### config.mk
export PLATFORM = sky130hd
export DESIGN_NAME = accel_ramp_generator
export DESIGN_NICKNAME = d
export VERILOG_FILES = /design/src/hdl/arg_pkg.sv /design/src/hdl/arg_ctrl.sv /design/src/hdl/arg_datapath.sv /design/src/hdl/accel_ramp_generator.sv
export SDC_FILE = /design/constraint.sdc
export NUM_CORES = 2
export LEC_CHECK = 0
export ABC_AREA = 1
export BUFFER_PORTS_ARGS = -buffer_cell sky130_fd_sc_hd__buf_2
export CAP_MARGIN = 40
export CORE_AREA = 8 8 397 399
export DETAILED_ROUTE_END_ITERATION = 7
export DIE_AREA = 0 0 405 407
export GPL_TIMING_DRIVEN = 0
export PLACE_DENSITY = 0.55
export SYNTH_ARGS = -nofsm -noshare
export SYNTH_HDL_FRONTEND = slang
export SYNTH_SLANG_ARGS = --single-unit
### constraint.sdc
create_clock -name clk_i -period 8.6 [get_ports clk_i]
set_clock_uncertainty 0.1 [all_clocks]
set_input_delay 1.72 -clock clk_i [delete_from_list [all_inputs] [get_ports clk_i]]
set_output_delay 1.72 -clock clk_i [all_outputs]
set_load 0.01 [all_outputs]
### src/hdl/arg_pkg.sv
// Shared types, constants and helpers for the acceleration ramp generator.
// Used by the controller, datapath and top level; depends on nothing.
`default_nettype none

package arg_pkg;

  localparam int unsigned DATA_W     = 32;
  localparam int unsigned EL_W       = 16;
  localparam int unsigned PROG_W     = 17;
  localparam int unsigned DIV_STEPS  = 17;
  localparam int unsigned CNT_W      = 5;
  localparam int unsigned S_TDATA_W  = 16;
  localparam int unsigned S_TUSER_W  = 2;
  localparam int unsigned M_TDATA_W  = 56;
  localparam int unsigned CFG_IDX_W  = 2;

  localparam logic [PROG_W-1:0] PROG_ONE = 17'd65536;
  localparam logic [PROG_W-1:0] PROG_MAX = 17'd131071;

  typedef enum logic [1:0] {
    CMD_TICK  = 2'd0,
    CMD_START = 2'd1,
    CMD_STOP  = 2'd2
  } cmd_e;

  typedef enum logic [1:0] {
    REG_START  = 2'd0,
    REG_TARGET = 2'd1,
    REG_VELO   = 2'd2,
    REG_ACCEL  = 2'd3
  } reg_idx_e;

  typedef enum logic [3:0] {
    S_IDLE,
    S_ACC,
    S_VEL,
    S_MULX,
    S_POS,
    S_PREP,
    S_DIV,
    S_FIN,
    S_OUT
  } state_e;

  typedef struct packed {
    logic capture;
    logic start;
    logic stop;
    logic mul_accel;
    logic mul_vel;
    logic upd_vel;
    logic upd_pos;
    logic div_init;
    logic div_step;
    logic prog_write;
    logic out_load;
  } ctrl_cmd_t;

  typedef struct packed {
    logic running;
    logic out_busy;
  } dp_status_t;

  function automatic logic [DATA_W-1:0] sat32(input logic signed [DATA_W+1:0] v);
    logic [DATA_W-1:0] r;
    if (!v[DATA_W+1] && (v[DATA_W] || v[DATA_W-1])) begin
      r = {1'b0, {(DATA_W-1){1'b1}}};
    end else if (v[DATA_W+1] && !(v[DATA_W] && v[DATA_W-1])) begin
      r = {1'b1, {(DATA_W-1){1'b0}}};
    end else begin
      r = v[DATA_W-1:0];
    end
    return r;
  endfunction

endpackage

`default_nettype wire

### src/hdl/arg_ctrl.sv
// Sequencing controller for the acceleration ramp generator.
// Depends on arg_pkg; drives the datapath through ctrl_cmd_t.
`default_nettype none

module arg_ctrl (
  input  wire logic                   clk_i,
  input  wire logic                   rst_ni,
  input  wire logic                   in_valid_i,
  input  wire logic [1:0]             in_cmd_i,
  output logic                        in_ready_o,
  input  wire arg_pkg::dp_status_t    status_i,
  output arg_pkg::ctrl_cmd_t          cmd_o
);

  arg_pkg::state_e            state_q, state_d;
  logic [arg_pkg::CNT_W-1:0]  cnt_q, cnt_d;

  always_ff @(posedge clk_i or negedge rst_ni) begin
    if (!rst_ni) begin
      state_q <= arg_pkg::S_IDLE;
      cnt_q   <= '0;
    end else begin
      state_q <= state_d;
      cnt_q   <= cnt_d;
    end
  end

  always_comb begin
    state_d    = state_q;
    cnt_d      = cnt_q;
    cmd_o      = '0;
    in_ready_o = 1'b0;
    case (state_q)
      arg_pkg::S_IDLE: begin
        in_ready_o = 1'b1;
        if (in_valid_i) begin
          cmd_o.capture = 1'b1;
          state_d = arg_pkg::S_OUT;
          case (arg_pkg::cmd_e'(in_cmd_i))
            arg_pkg::CMD_START: cmd_o.start = 1'b1;
            arg_pkg::CMD_STOP:  cmd_o.stop = 1'b1;
            arg_pkg::CMD_TICK: begin
              if (status_i.running) begin
                state_d = arg_pkg::S_ACC;
              end
            end
            default: ;
          endcase
        end
      end
      arg_pkg::S_ACC: begin
        cmd_o.mul_accel = 1'b1;
        state_d = arg_pkg::S_VEL;
      end
      arg_pkg::S_VEL: begin
        cmd_o.upd_vel = 1'b1;
        state_d = arg_pkg::S_MULX;
      end
      arg_pkg::S_MULX: begin
        cmd_o.mul_vel = 1'b1;
        state_d = arg_pkg::S_POS;
      end
      arg_pkg::S_POS: begin
        cmd_o.upd_pos = 1'b1;
        state_d = arg_pkg::S_PREP;
      end
      arg_pkg::S_PREP: begin
        cmd_o.div_init = 1'b1;
        cnt_d = '0;
        state_d = arg_pkg::S_DIV;
      end
      arg_pkg::S_DIV: begin
        cmd_o.div_step = 1'b1;
        if (cnt_q == arg_pkg::CNT_W'(arg_pkg::DIV_STEPS - 1)) begin
          state_d = arg_pkg::S_FIN;
        end else begin
          cnt_d = cnt_q + 1'b1;
        end
      end
      arg_pkg::S_FIN: begin
        cmd_o.prog_write = 1'b1;
        state_d = arg_pkg::S_OUT;
      end
      arg_pkg::S_OUT: begin
        if (!status_i.out_busy) begin
          cmd_o.out_load = 1'b1;
          state_d = arg_pkg::S_IDLE;
        end
      end
      default: state_d = arg_pkg::S_IDLE;
    endcase
  end

endmodule

`default_nettype wire

### src/hdl/arg_datapath.sv
// Datapath of the acceleration ramp generator: configuration, ramp state,
// shared multiplier, restoring divider for progress and output register. Uses arg_pkg.
`default_nettype none

module arg_datapath (
  input  wire logic                              clk_i,
  input  wire logic                              rst_ni,
  input  wire logic                              cfg_we_i,
  input  wire logic [arg_pkg::CFG_IDX_W-1:0]     cfg_idx_i,
  input  wire logic [arg_pkg::DATA_W-1:0]        cfg_wdata_i,
  input  wire logic [arg_pkg::EL_W-1:0]          in_elapsed_i,
  input  wire arg_pkg::ctrl_cmd_t                cmd_i,
  output arg_pkg::dp_status_t                    status_o,
  output logic                                   out_valid_o,
  input  wire logic                              out_ready_i,
  output logic [arg_pkg::M_TDATA_W-1:0]          out_data_o
);

  localparam int unsigned DW   = arg_pkg::DATA_W;
  localparam int unsigned PW   = DW + arg_pkg::EL_W + 1;
  localparam int unsigned PADW = arg_pkg::M_TDATA_W - arg_pkg::PROG_W - DW - 1;

  logic signed [DW-1:0]           cfg_start_q, cfg_target_q, cfg_velo_q, cfg_accel_q;
  logic signed [DW-1:0]           lat_start_q, lat_target_q, lat_accel_q;
  logic signed [DW-1:0]           value_q, vel_q;
  logic                           running_q;
  logic [arg_pkg::PROG_W-1:0]     prog_q;
  logic [arg_pkg::EL_W-1:0]       el_q;
  logic signed [PW-1:0]           prod_q;
  logic [DW+1:0]                  rem_q;
  logic [DW:0]                    den_q;
  logic [arg_pkg::PROG_W-1:0]     quo_q;
  logic                           den_zero_q, over_q;
  logic                           out_valid_q;
  logic [arg_pkg::M_TDATA_W-1:0]  out_data_q;

  logic signed [DW-1:0]           mul_a;
  logic signed [PW-1:0]           prod_d;
  logic signed [DW:0]             step_w;
  logic signed [DW+1:0]           vel_sum, pos_sum;
  logic signed [DW-1:0]           vel_sat, pos_sat;
  logic                           up, reached;
  logic signed [DW:0]             den_diff, num_diff;
  logic [DW:0]                    den_abs, num_abs;
  logic                           div_ge;
  logic [DW+1:0]                  div_rem;

  always_ff @(posedge clk_i or negedge rst_ni) begin
    if (!rst_ni) begin
      cfg_start_q  <= '0;
      cfg_target_q <= '0;
      cfg_velo_q   <= '0;
      cfg_accel_q  <= '0;
    end else if (cfg_we_i) begin
      case (arg_pkg::reg_idx_e'(cfg_idx_i))
        arg_pkg::REG_START:  cfg_start_q  <= cfg_wdata_i;
        arg_pkg::REG_TARGET: cfg_target_q <= cfg_wdata_i;
        arg_pkg::REG_VELO:   cfg_velo_q   <= cfg_wdata_i;
        arg_pkg::REG_ACCEL:  cfg_accel_q  <= cfg_wdata_i;
        default: ;
      endcase
    end
  end

  assign mul_a   = cmd_i.mul_vel ? vel_q : lat_accel_q;
  assign prod_d  = PW'(mul_a) * PW'($signed({1'b0, el_q}));
  assign step_w  = $signed(prod_q[PW-1:arg_pkg::EL_W]);

  assign vel_sum = (DW+2)'(vel_q) + (DW+2)'(step_w);
  assign vel_sat = $signed(arg_pkg::sat32(vel_sum));

  assign up      = (lat_target_q >= lat_start_q);
  assign pos_sum = up ? ((DW+2)'(value_q) + (DW+2)'(step_w))
                      : ((DW+2)'(value_q) - (DW+2)'(step_w));
  assign pos_sat = $signed(arg_pkg::sat32(pos_sum));
  assign reached = up ? (pos_sat >= lat_target_q) : (pos_sat <= lat_target_q);

  assign den_diff = (DW+1)'(lat_start_q) - (DW+1)'(lat_target_q);
  assign num_diff = (DW+1)'(lat_start_q) - (DW+1)'(value_q);
  assign den_abs  = den_diff[DW] ? (DW+1)'(-den_diff) : den_diff;
  assign num_abs  = num_diff[DW] ? (DW+1)'(-num_diff) : num_diff;

  assign div_ge  = (rem_q >= {1'b0, den_q});
  assign div_rem = div_ge ? (rem_q - {1'b0, den_q}) : rem_q;

  always_ff @(posedge clk_i or negedge rst_ni) begin
    if (!rst_ni) begin
      value_q      <= '0;
      vel_q        <= '0;
      running_q    <= 1'b0;
      prog_q       <= '0;
      lat_start_q  <= '0;
      lat_target_q <= '0;
      lat_accel_q  <= '0;
    end else begin
      if (cmd_i.start) begin
        lat_start_q  <= cfg_start_q;
        lat_target_q <= cfg_target_q;
        lat_accel_q  <= cfg_accel_q;
        value_q      <= cfg_start_q;
        vel_q        <= cfg_velo_q;
        running_q    <= 1'b1;
      end
      if (cmd_i.stop) begin
        running_q <= 1'b0;
      end
      if (cmd_i.upd_vel) begin
        vel_q <= vel_sat;
      end
      if (cmd_i.upd_pos) begin
        if (reached) begin
          value_q   <= lat_target_q;
          running_q <= 1'b0;
        end else begin
          value_q <= pos_sat;
        end
      end
      if (cmd_i.prog_write) begin
        if (den_zero_q) begin
          prog_q <= arg_pkg::PROG_ONE;
        end else if (over_q) begin
          prog_q <= arg_pkg::PROG_MAX;
        end else begin
          prog_q <= quo_q;
        end
      end
    end
  end

  always_ff @(posedge clk_i) begin
    if (cmd_i.capture) begin
      el_q <= in_elapsed_i;
    end
    if (cmd_i.mul_accel || cmd_i.mul_vel) begin
      prod_q <= prod_d;
    end
    if (cmd_i.div_init) begin
      rem_q      <= {1'b0, num_abs};
      den_q      <= den_abs;
      quo_q      <= '0;
      den_zero_q <= (den_abs == '0);
      over_q     <= ({1'b0, num_abs} >= {den_abs, 1'b0});
    end else if (cmd_i.div_step) begin
      rem_q <= {div_rem[DW:0], 1'b0};
      quo_q <= {quo_q[arg_pkg::PROG_W-2:0], div_ge};
    end
    if (cmd_i.out_load) begin
      out_data_q <= {{PADW{1'b0}}, prog_q, value_q, running_q};
    end
  end

  always_ff @(posedge clk_i or negedge rst_ni) begin
    if (!rst_ni) begin
      out_valid_q <= 1'b0;
    end else if (cmd_i.out_load) begin
      out_valid_q <= 1'b1;
    end else if (out_ready_i) begin
      out_valid_q <= 1'b0;
    end
  end

  assign status_o.running  = running_q;
  assign status_o.out_busy = out_valid_q && !out_ready_i;
  assign out_valid_o       = out_valid_q;
  assign out_data_o        = out_data_q;

endmodule

`default_nettype wire

### src/hdl/accel_ramp_generator.sv
// Top level of the constant-acceleration ramp generator in Q16.16.
// Instantiates arg_ctrl and arg_datapath; uses arg_pkg.
//
// Usage: write start, target, initial velocity and acceleration through
// the configuration port (index 0 to 3), then send a start command on the
// input stream. Each input transaction carries the command in tuser and
// the elapsed time of a tick in tdata. Every input transaction yields one
// output transaction with the active flag, the current value and progress.
// A tick on an active ramp loads the output register after acceptance, once
// it has made two passes through the shared 32x17 multiplier with a velocity
// update between them, one position update, and 17 steps of the restoring
// progress divider. Start, stop and ticks on an idle ramp load it without
// using the multiplier or divider. One item is processed at a time, so
// the input is held off until its result is in the output register.
// The output register lets the next item be accepted while a result waits;
// if the receiver stalls, a finished item holds in the controller until the
// output register frees. Reset clears the configuration and the ramp state.
`default_nettype none

module accel_ramp_generator (
  input  wire logic                              clk_i,
  input  wire logic                              rst_ni,
  input  wire logic                              cfg_we_i,
  input  wire logic [arg_pkg::CFG_IDX_W-1:0]     cfg_idx_i,
  input  wire logic [arg_pkg::DATA_W-1:0]        cfg_wdata_i,
  input  wire logic                              s_axis_tvalid,
  output logic                                   s_axis_tready,
  // elapsed[15:0]
  input  wire logic [arg_pkg::S_TDATA_W-1:0]     s_axis_tdata,
  // command[1:0]
  input  wire logic [arg_pkg::S_TUSER_W-1:0]     s_axis_tuser,
  output logic                                   m_axis_tvalid,
  input  wire logic                              m_axis_tready,
  // active[0], current_value[32:1], progress[49:33], zero[55:50]
  output logic [arg_pkg::M_TDATA_W-1:0]          m_axis_tdata
);

  arg_pkg::ctrl_cmd_t  ctrl_cmd;
  arg_pkg::dp_status_t dp_status;

  arg_ctrl u_ctrl (
    .clk_i      (clk_i),
    .rst_ni     (rst_ni),
    .in_valid_i (s_axis_tvalid),
    .in_cmd_i   (s_axis_tuser),
    .in_ready_o (s_axis_tready),
    .status_i   (dp_status),
    .cmd_o      (ctrl_cmd)
  );

  arg_datapath u_datapath (
    .clk_i        (clk_i),
    .rst_ni       (rst_ni),
    .cfg_we_i     (cfg_we_i),
    .cfg_idx_i    (cfg_idx_i),
    .cfg_wdata_i  (cfg_wdata_i),
    .in_elapsed_i (s_axis_tdata),
    .cmd_i        (ctrl_cmd),
    .status_o     (dp_status),
    .out_valid_o  (m_axis_tvalid),
    .out_ready_i  (m_axis_tready),
    .out_data_o   (m_axis_tdata)
  );

endmodule

`default_nettype wire

==> flow_summary_export.csv <==
group,metric,value,unit
timing,fin_crit,8.283,ns
placement,io_buffers,108,
die,core_area,151200,um^2
critical_path,cp_data_arrival_time,8.57,ns
logic_synthesis,synthXorXnorAreaFrac,0.03682,
critical_path,critPathMaxStageDelay,0.56,ns
timing,max_freq,0.1207,GHz
clocking,cts_tree,"yes",
logic_synthesis,synth_area_leader_cell,"fa_1",
timing,slew_headroom,0.3963,
timing,finalSetupViolCount,0,
logic_synthesis,seq_area_frac_synth,0.2528,
grt,grt_first_pass_wirelength,275200,um
logic_synthesis,yosys_warnings,0,
logic_synthesis,synthAdderAreaFrac,0.2706,
logic_synthesis,synth_seq_cells,501,
clocking,clock_latency,0.72,ns
logic_synthesis,synth_area,52540,um^2
logic_synthesis,synthDistinctLibCells,66,
clocking,postCtsHoldBufs,0,
logic_synthesis,synth_top_family_by_area,"adder cells",
logic_synthesis,synth-edff-count,167,
layout,layout.nets,8080,
clocking,cts_made_buffers,60,
grt,grt_start_max_net_pins,94,
placement,gp_congestion,0.9942,
timing,finalCritPeriodShare,0.9631,
logic_synthesis,yosys.area.top_type_share,0.1875,
critical_path,path_buf_inv,9,
job,drv_cap,0,
drt,firstDrtPassIters,5,
drt,drc,0,
grt,grt_antenna_before_repair,3,
timing,hold_viol,0,
critical_path,crit_family,"adder cells",
die,die_area,164800,um^2
critical_path,start_kind,"register",
logic_synthesis,muxShareOfSynthArea,0,
drt,wl_per_cell,19.48,um
logic_synthesis,netlist_instances,6971,
placement,post-dp-hpwl,153300,um
clocking,clock_sinks,501,
critical_path,critPathSlowestCell,"fa_1",
logic_synthesis,async_reset_ff_frac,0.6307,
layout,syn_to_final_growth,11.49,%
die,die_w,405,um
grt,grt_busiest_layer,"met2",
hold_path,min_path_type,"reg -> reg",
logic_synthesis,synth_compound_area_frac,0.09406,
outcome,status,"complete, no violations",
logic_synthesis,ys.flop_type,"dfrtp_1",
timing,drv_slew,0,
grt,grt_use_met2,0.3900,
clocking,htree_levels,2,
clocking,cts_root_buf,"clkbuf_16",
drt,routed_via_density,4.956,
grt,overflow,0,
drt,first_iter_violations,2907,
grt,grt_pass1_vias,47138,
critical_path,worst_ep_required_time,8.89,ns
critical_path,worstSetupPathType,"reg -> reg",
grt,grt.met3_usage,0.01947,
critical_path,crit_top_cell,"fa_1",
timing,tightest_slew,0.9056,ns
critical_path,worstSetupEndpointType,"register",
timing,rsz0062_at_grt,"true",
logic_synthesis,synthSimpleGateAreaFrac,0.2393,
drt,vias,45907,
grt,track_usage,0.2155,
drt,ant_nets,0,
timing,finalSetupTns,0,ns
layout,drive_gt1_frac,0.06513,
die,die_y,407,um
logic_synthesis,post_synth.cell_area_avg,7.537,um^2
layout,diodes,0,
drt,detail_route.wirelength,180500,um
die,rows,143,
logic_synthesis,ys_top_cells_by_area,"fa_1 (19%), dfrtp_1 (15%), nand2_1 (13%)",
placement,dp.cells,9150,
grt,met1_usage,0.2527,
layout,instances_no_fill,9262,
clocking,cts_buffer_depth,3,
critical_path,crit_fanout,10,
die,ioPinCount,115,
layout,utilization,0.3875,
die,initial_utilization,0.3475,
clocking,clkTransAtPathRegs,0.06,ns
-- synth_stat cells, types with 3 or more instances --
library cell     n
dfxtp_1         18
a221oi_1         3
a31oi_1         25
nor2_1         691
a21boi_0         6
clkinv_1        19
buf_4           14
a21oi_1        282
nor3_1          39
inv_2            9
o21ai_1         33
inv_1         1225
nand4_1         88
and2_1           4
o211ai_1        38
ha_1           349
nand2_2         21
or2_2            5
edfxtp_1       167
a21o_1          15
buf_1            8
xor2_1         141
clkbuf_1       148
nor4_1          21
nor3_2           3
o21ai_0        390
dfrtp_1        316
buf_2           26
a211oi_1         7
nand2_1       1868
buf_6            6
o21ai_2          3
o21bai_1        24
nor2_2          14
o31ai_1          5
fa_1           492
nand3b_1        27
xnor2_1         73
nand3_1        258
o21a_1          30
a21oi_2          4
nand3_2         16
o221ai_1         5
-- cell usage in the layout, fill, tap and decap left out, types with 63 or more instances in the layout --
master | netlist | final
nand4_1 | 88 | 88
clkbuf_16 | 0 | 63
dfrtp_1 | 316 | 316
inv_1 | 1225 | 1213
nor2_1 | 691 | 684
ha_1 | 349 | 342
a21oi_1 | 282 | 276
fa_1 | 492 | 492
xor2_1 | 141 | 140
clkbuf_1 | 148 | 145
nand3_1 | 258 | 258
nand2_1 | 1868 | 1866
o21ai_0 | 390 | 383
buf_2 | 26 | 135
edfxtp_1 | 167 | 167
xnor2_1 | 73 | 72
-- metrics by stage --
step / setup WS [ns] / instance area [um^2] / hold WS [ns]
floorplan: 1.533 / 52560 / 0.3186
CTS: -0.07326 / 58290 / 0.3413
global placement: -1.750 / 55640 / 0.3301
finish: 0.3173 / 58580 / 0.3439
global route: -0.07974 / 58580 / 0.3569
detailed placement: -1.387 / 56080 / 0.3362
-- cell families (layout without fill, tap and decap cells) --
family	count (synthesis)	in the layout
flops	501	501
buf+inv	1455	1711
xor+xnor	217	217
other cells	1	6
compound gates	889	889
fa+ha+maj	841	841
simple gates	3067	3067
-- registers in the layout, indices dropped and copies added, names as in the netlist, 33 cells and up --
register / cells
u_datapath.rem_q: 34
u_datapath.prod_q: 33
u_datapath.den_q: 33
u_datapath.out_data_o: 50
-- layout make-up --
cell class / instances / area (um^2)
clock inverter: 25 / 272.8
multi-input combinational: 5020 / 34010
timing repair buffer: 151 / 1027
buffer: 195 / 904.6
clock buffer: 87 / 1797
fill: 15886 / 92610
inverter: 1253 / 4750
tap: 2030 / 2540
sequential: 501 / 13280
-- what timing repair did --
action,in CTS,in global routing
buffers inserted,2,5
hold endpoints to repair,0,0
cloned,0,0
pin swaps,1,3
endpoints found under the setup margin,65,50
gates resized for setup,41,80
-- layer usage --
metal	wire length [um]	vias to the layer above	share of wire
li1	-	22184	-
met1	72240	22120	0.40
met2	89340	1214	0.50
met3	7387	387	0.041
met4	11480	2	0.064
met5	13	-	0.000072
-- path summary, 6_finish.rpt --
kind,startpoint,end,slack (ns),depth (start not counted)
max in group asynchronous,rst_ni,u_datapath.lat_accel_q[28]$_DFFE_PN0P_,6.07,3
min in group asynchronous,rst_ni,u_datapath.prog_q[14]$_DFFE_PN0N_,0.88,1
max,u_ctrl.state_q[3]$_DFFE_PN0P_,u_datapath.prod_q[47]$_DFFE_PP_,0.32,27
min reg2reg,u_datapath.prog_q[11]$_DFFE_PN0N_,u_datapath.out_data_o[44]$_DFFE_PP_,0.34,0
max reg2reg,u_ctrl.state_q[3]$_DFFE_PN0P_,u_datapath.prod_q[47]$_DFFE_PP_,0.32,27
min,u_datapath.prog_q[11]$_DFFE_PN0N_,u_datapath.out_data_o[44]$_DFFE_PP_,0.34,0
Power is left out: the tool's default activity adds up to more than one toggle a clock period on the data nets, which glitch-free logic cannot reach.
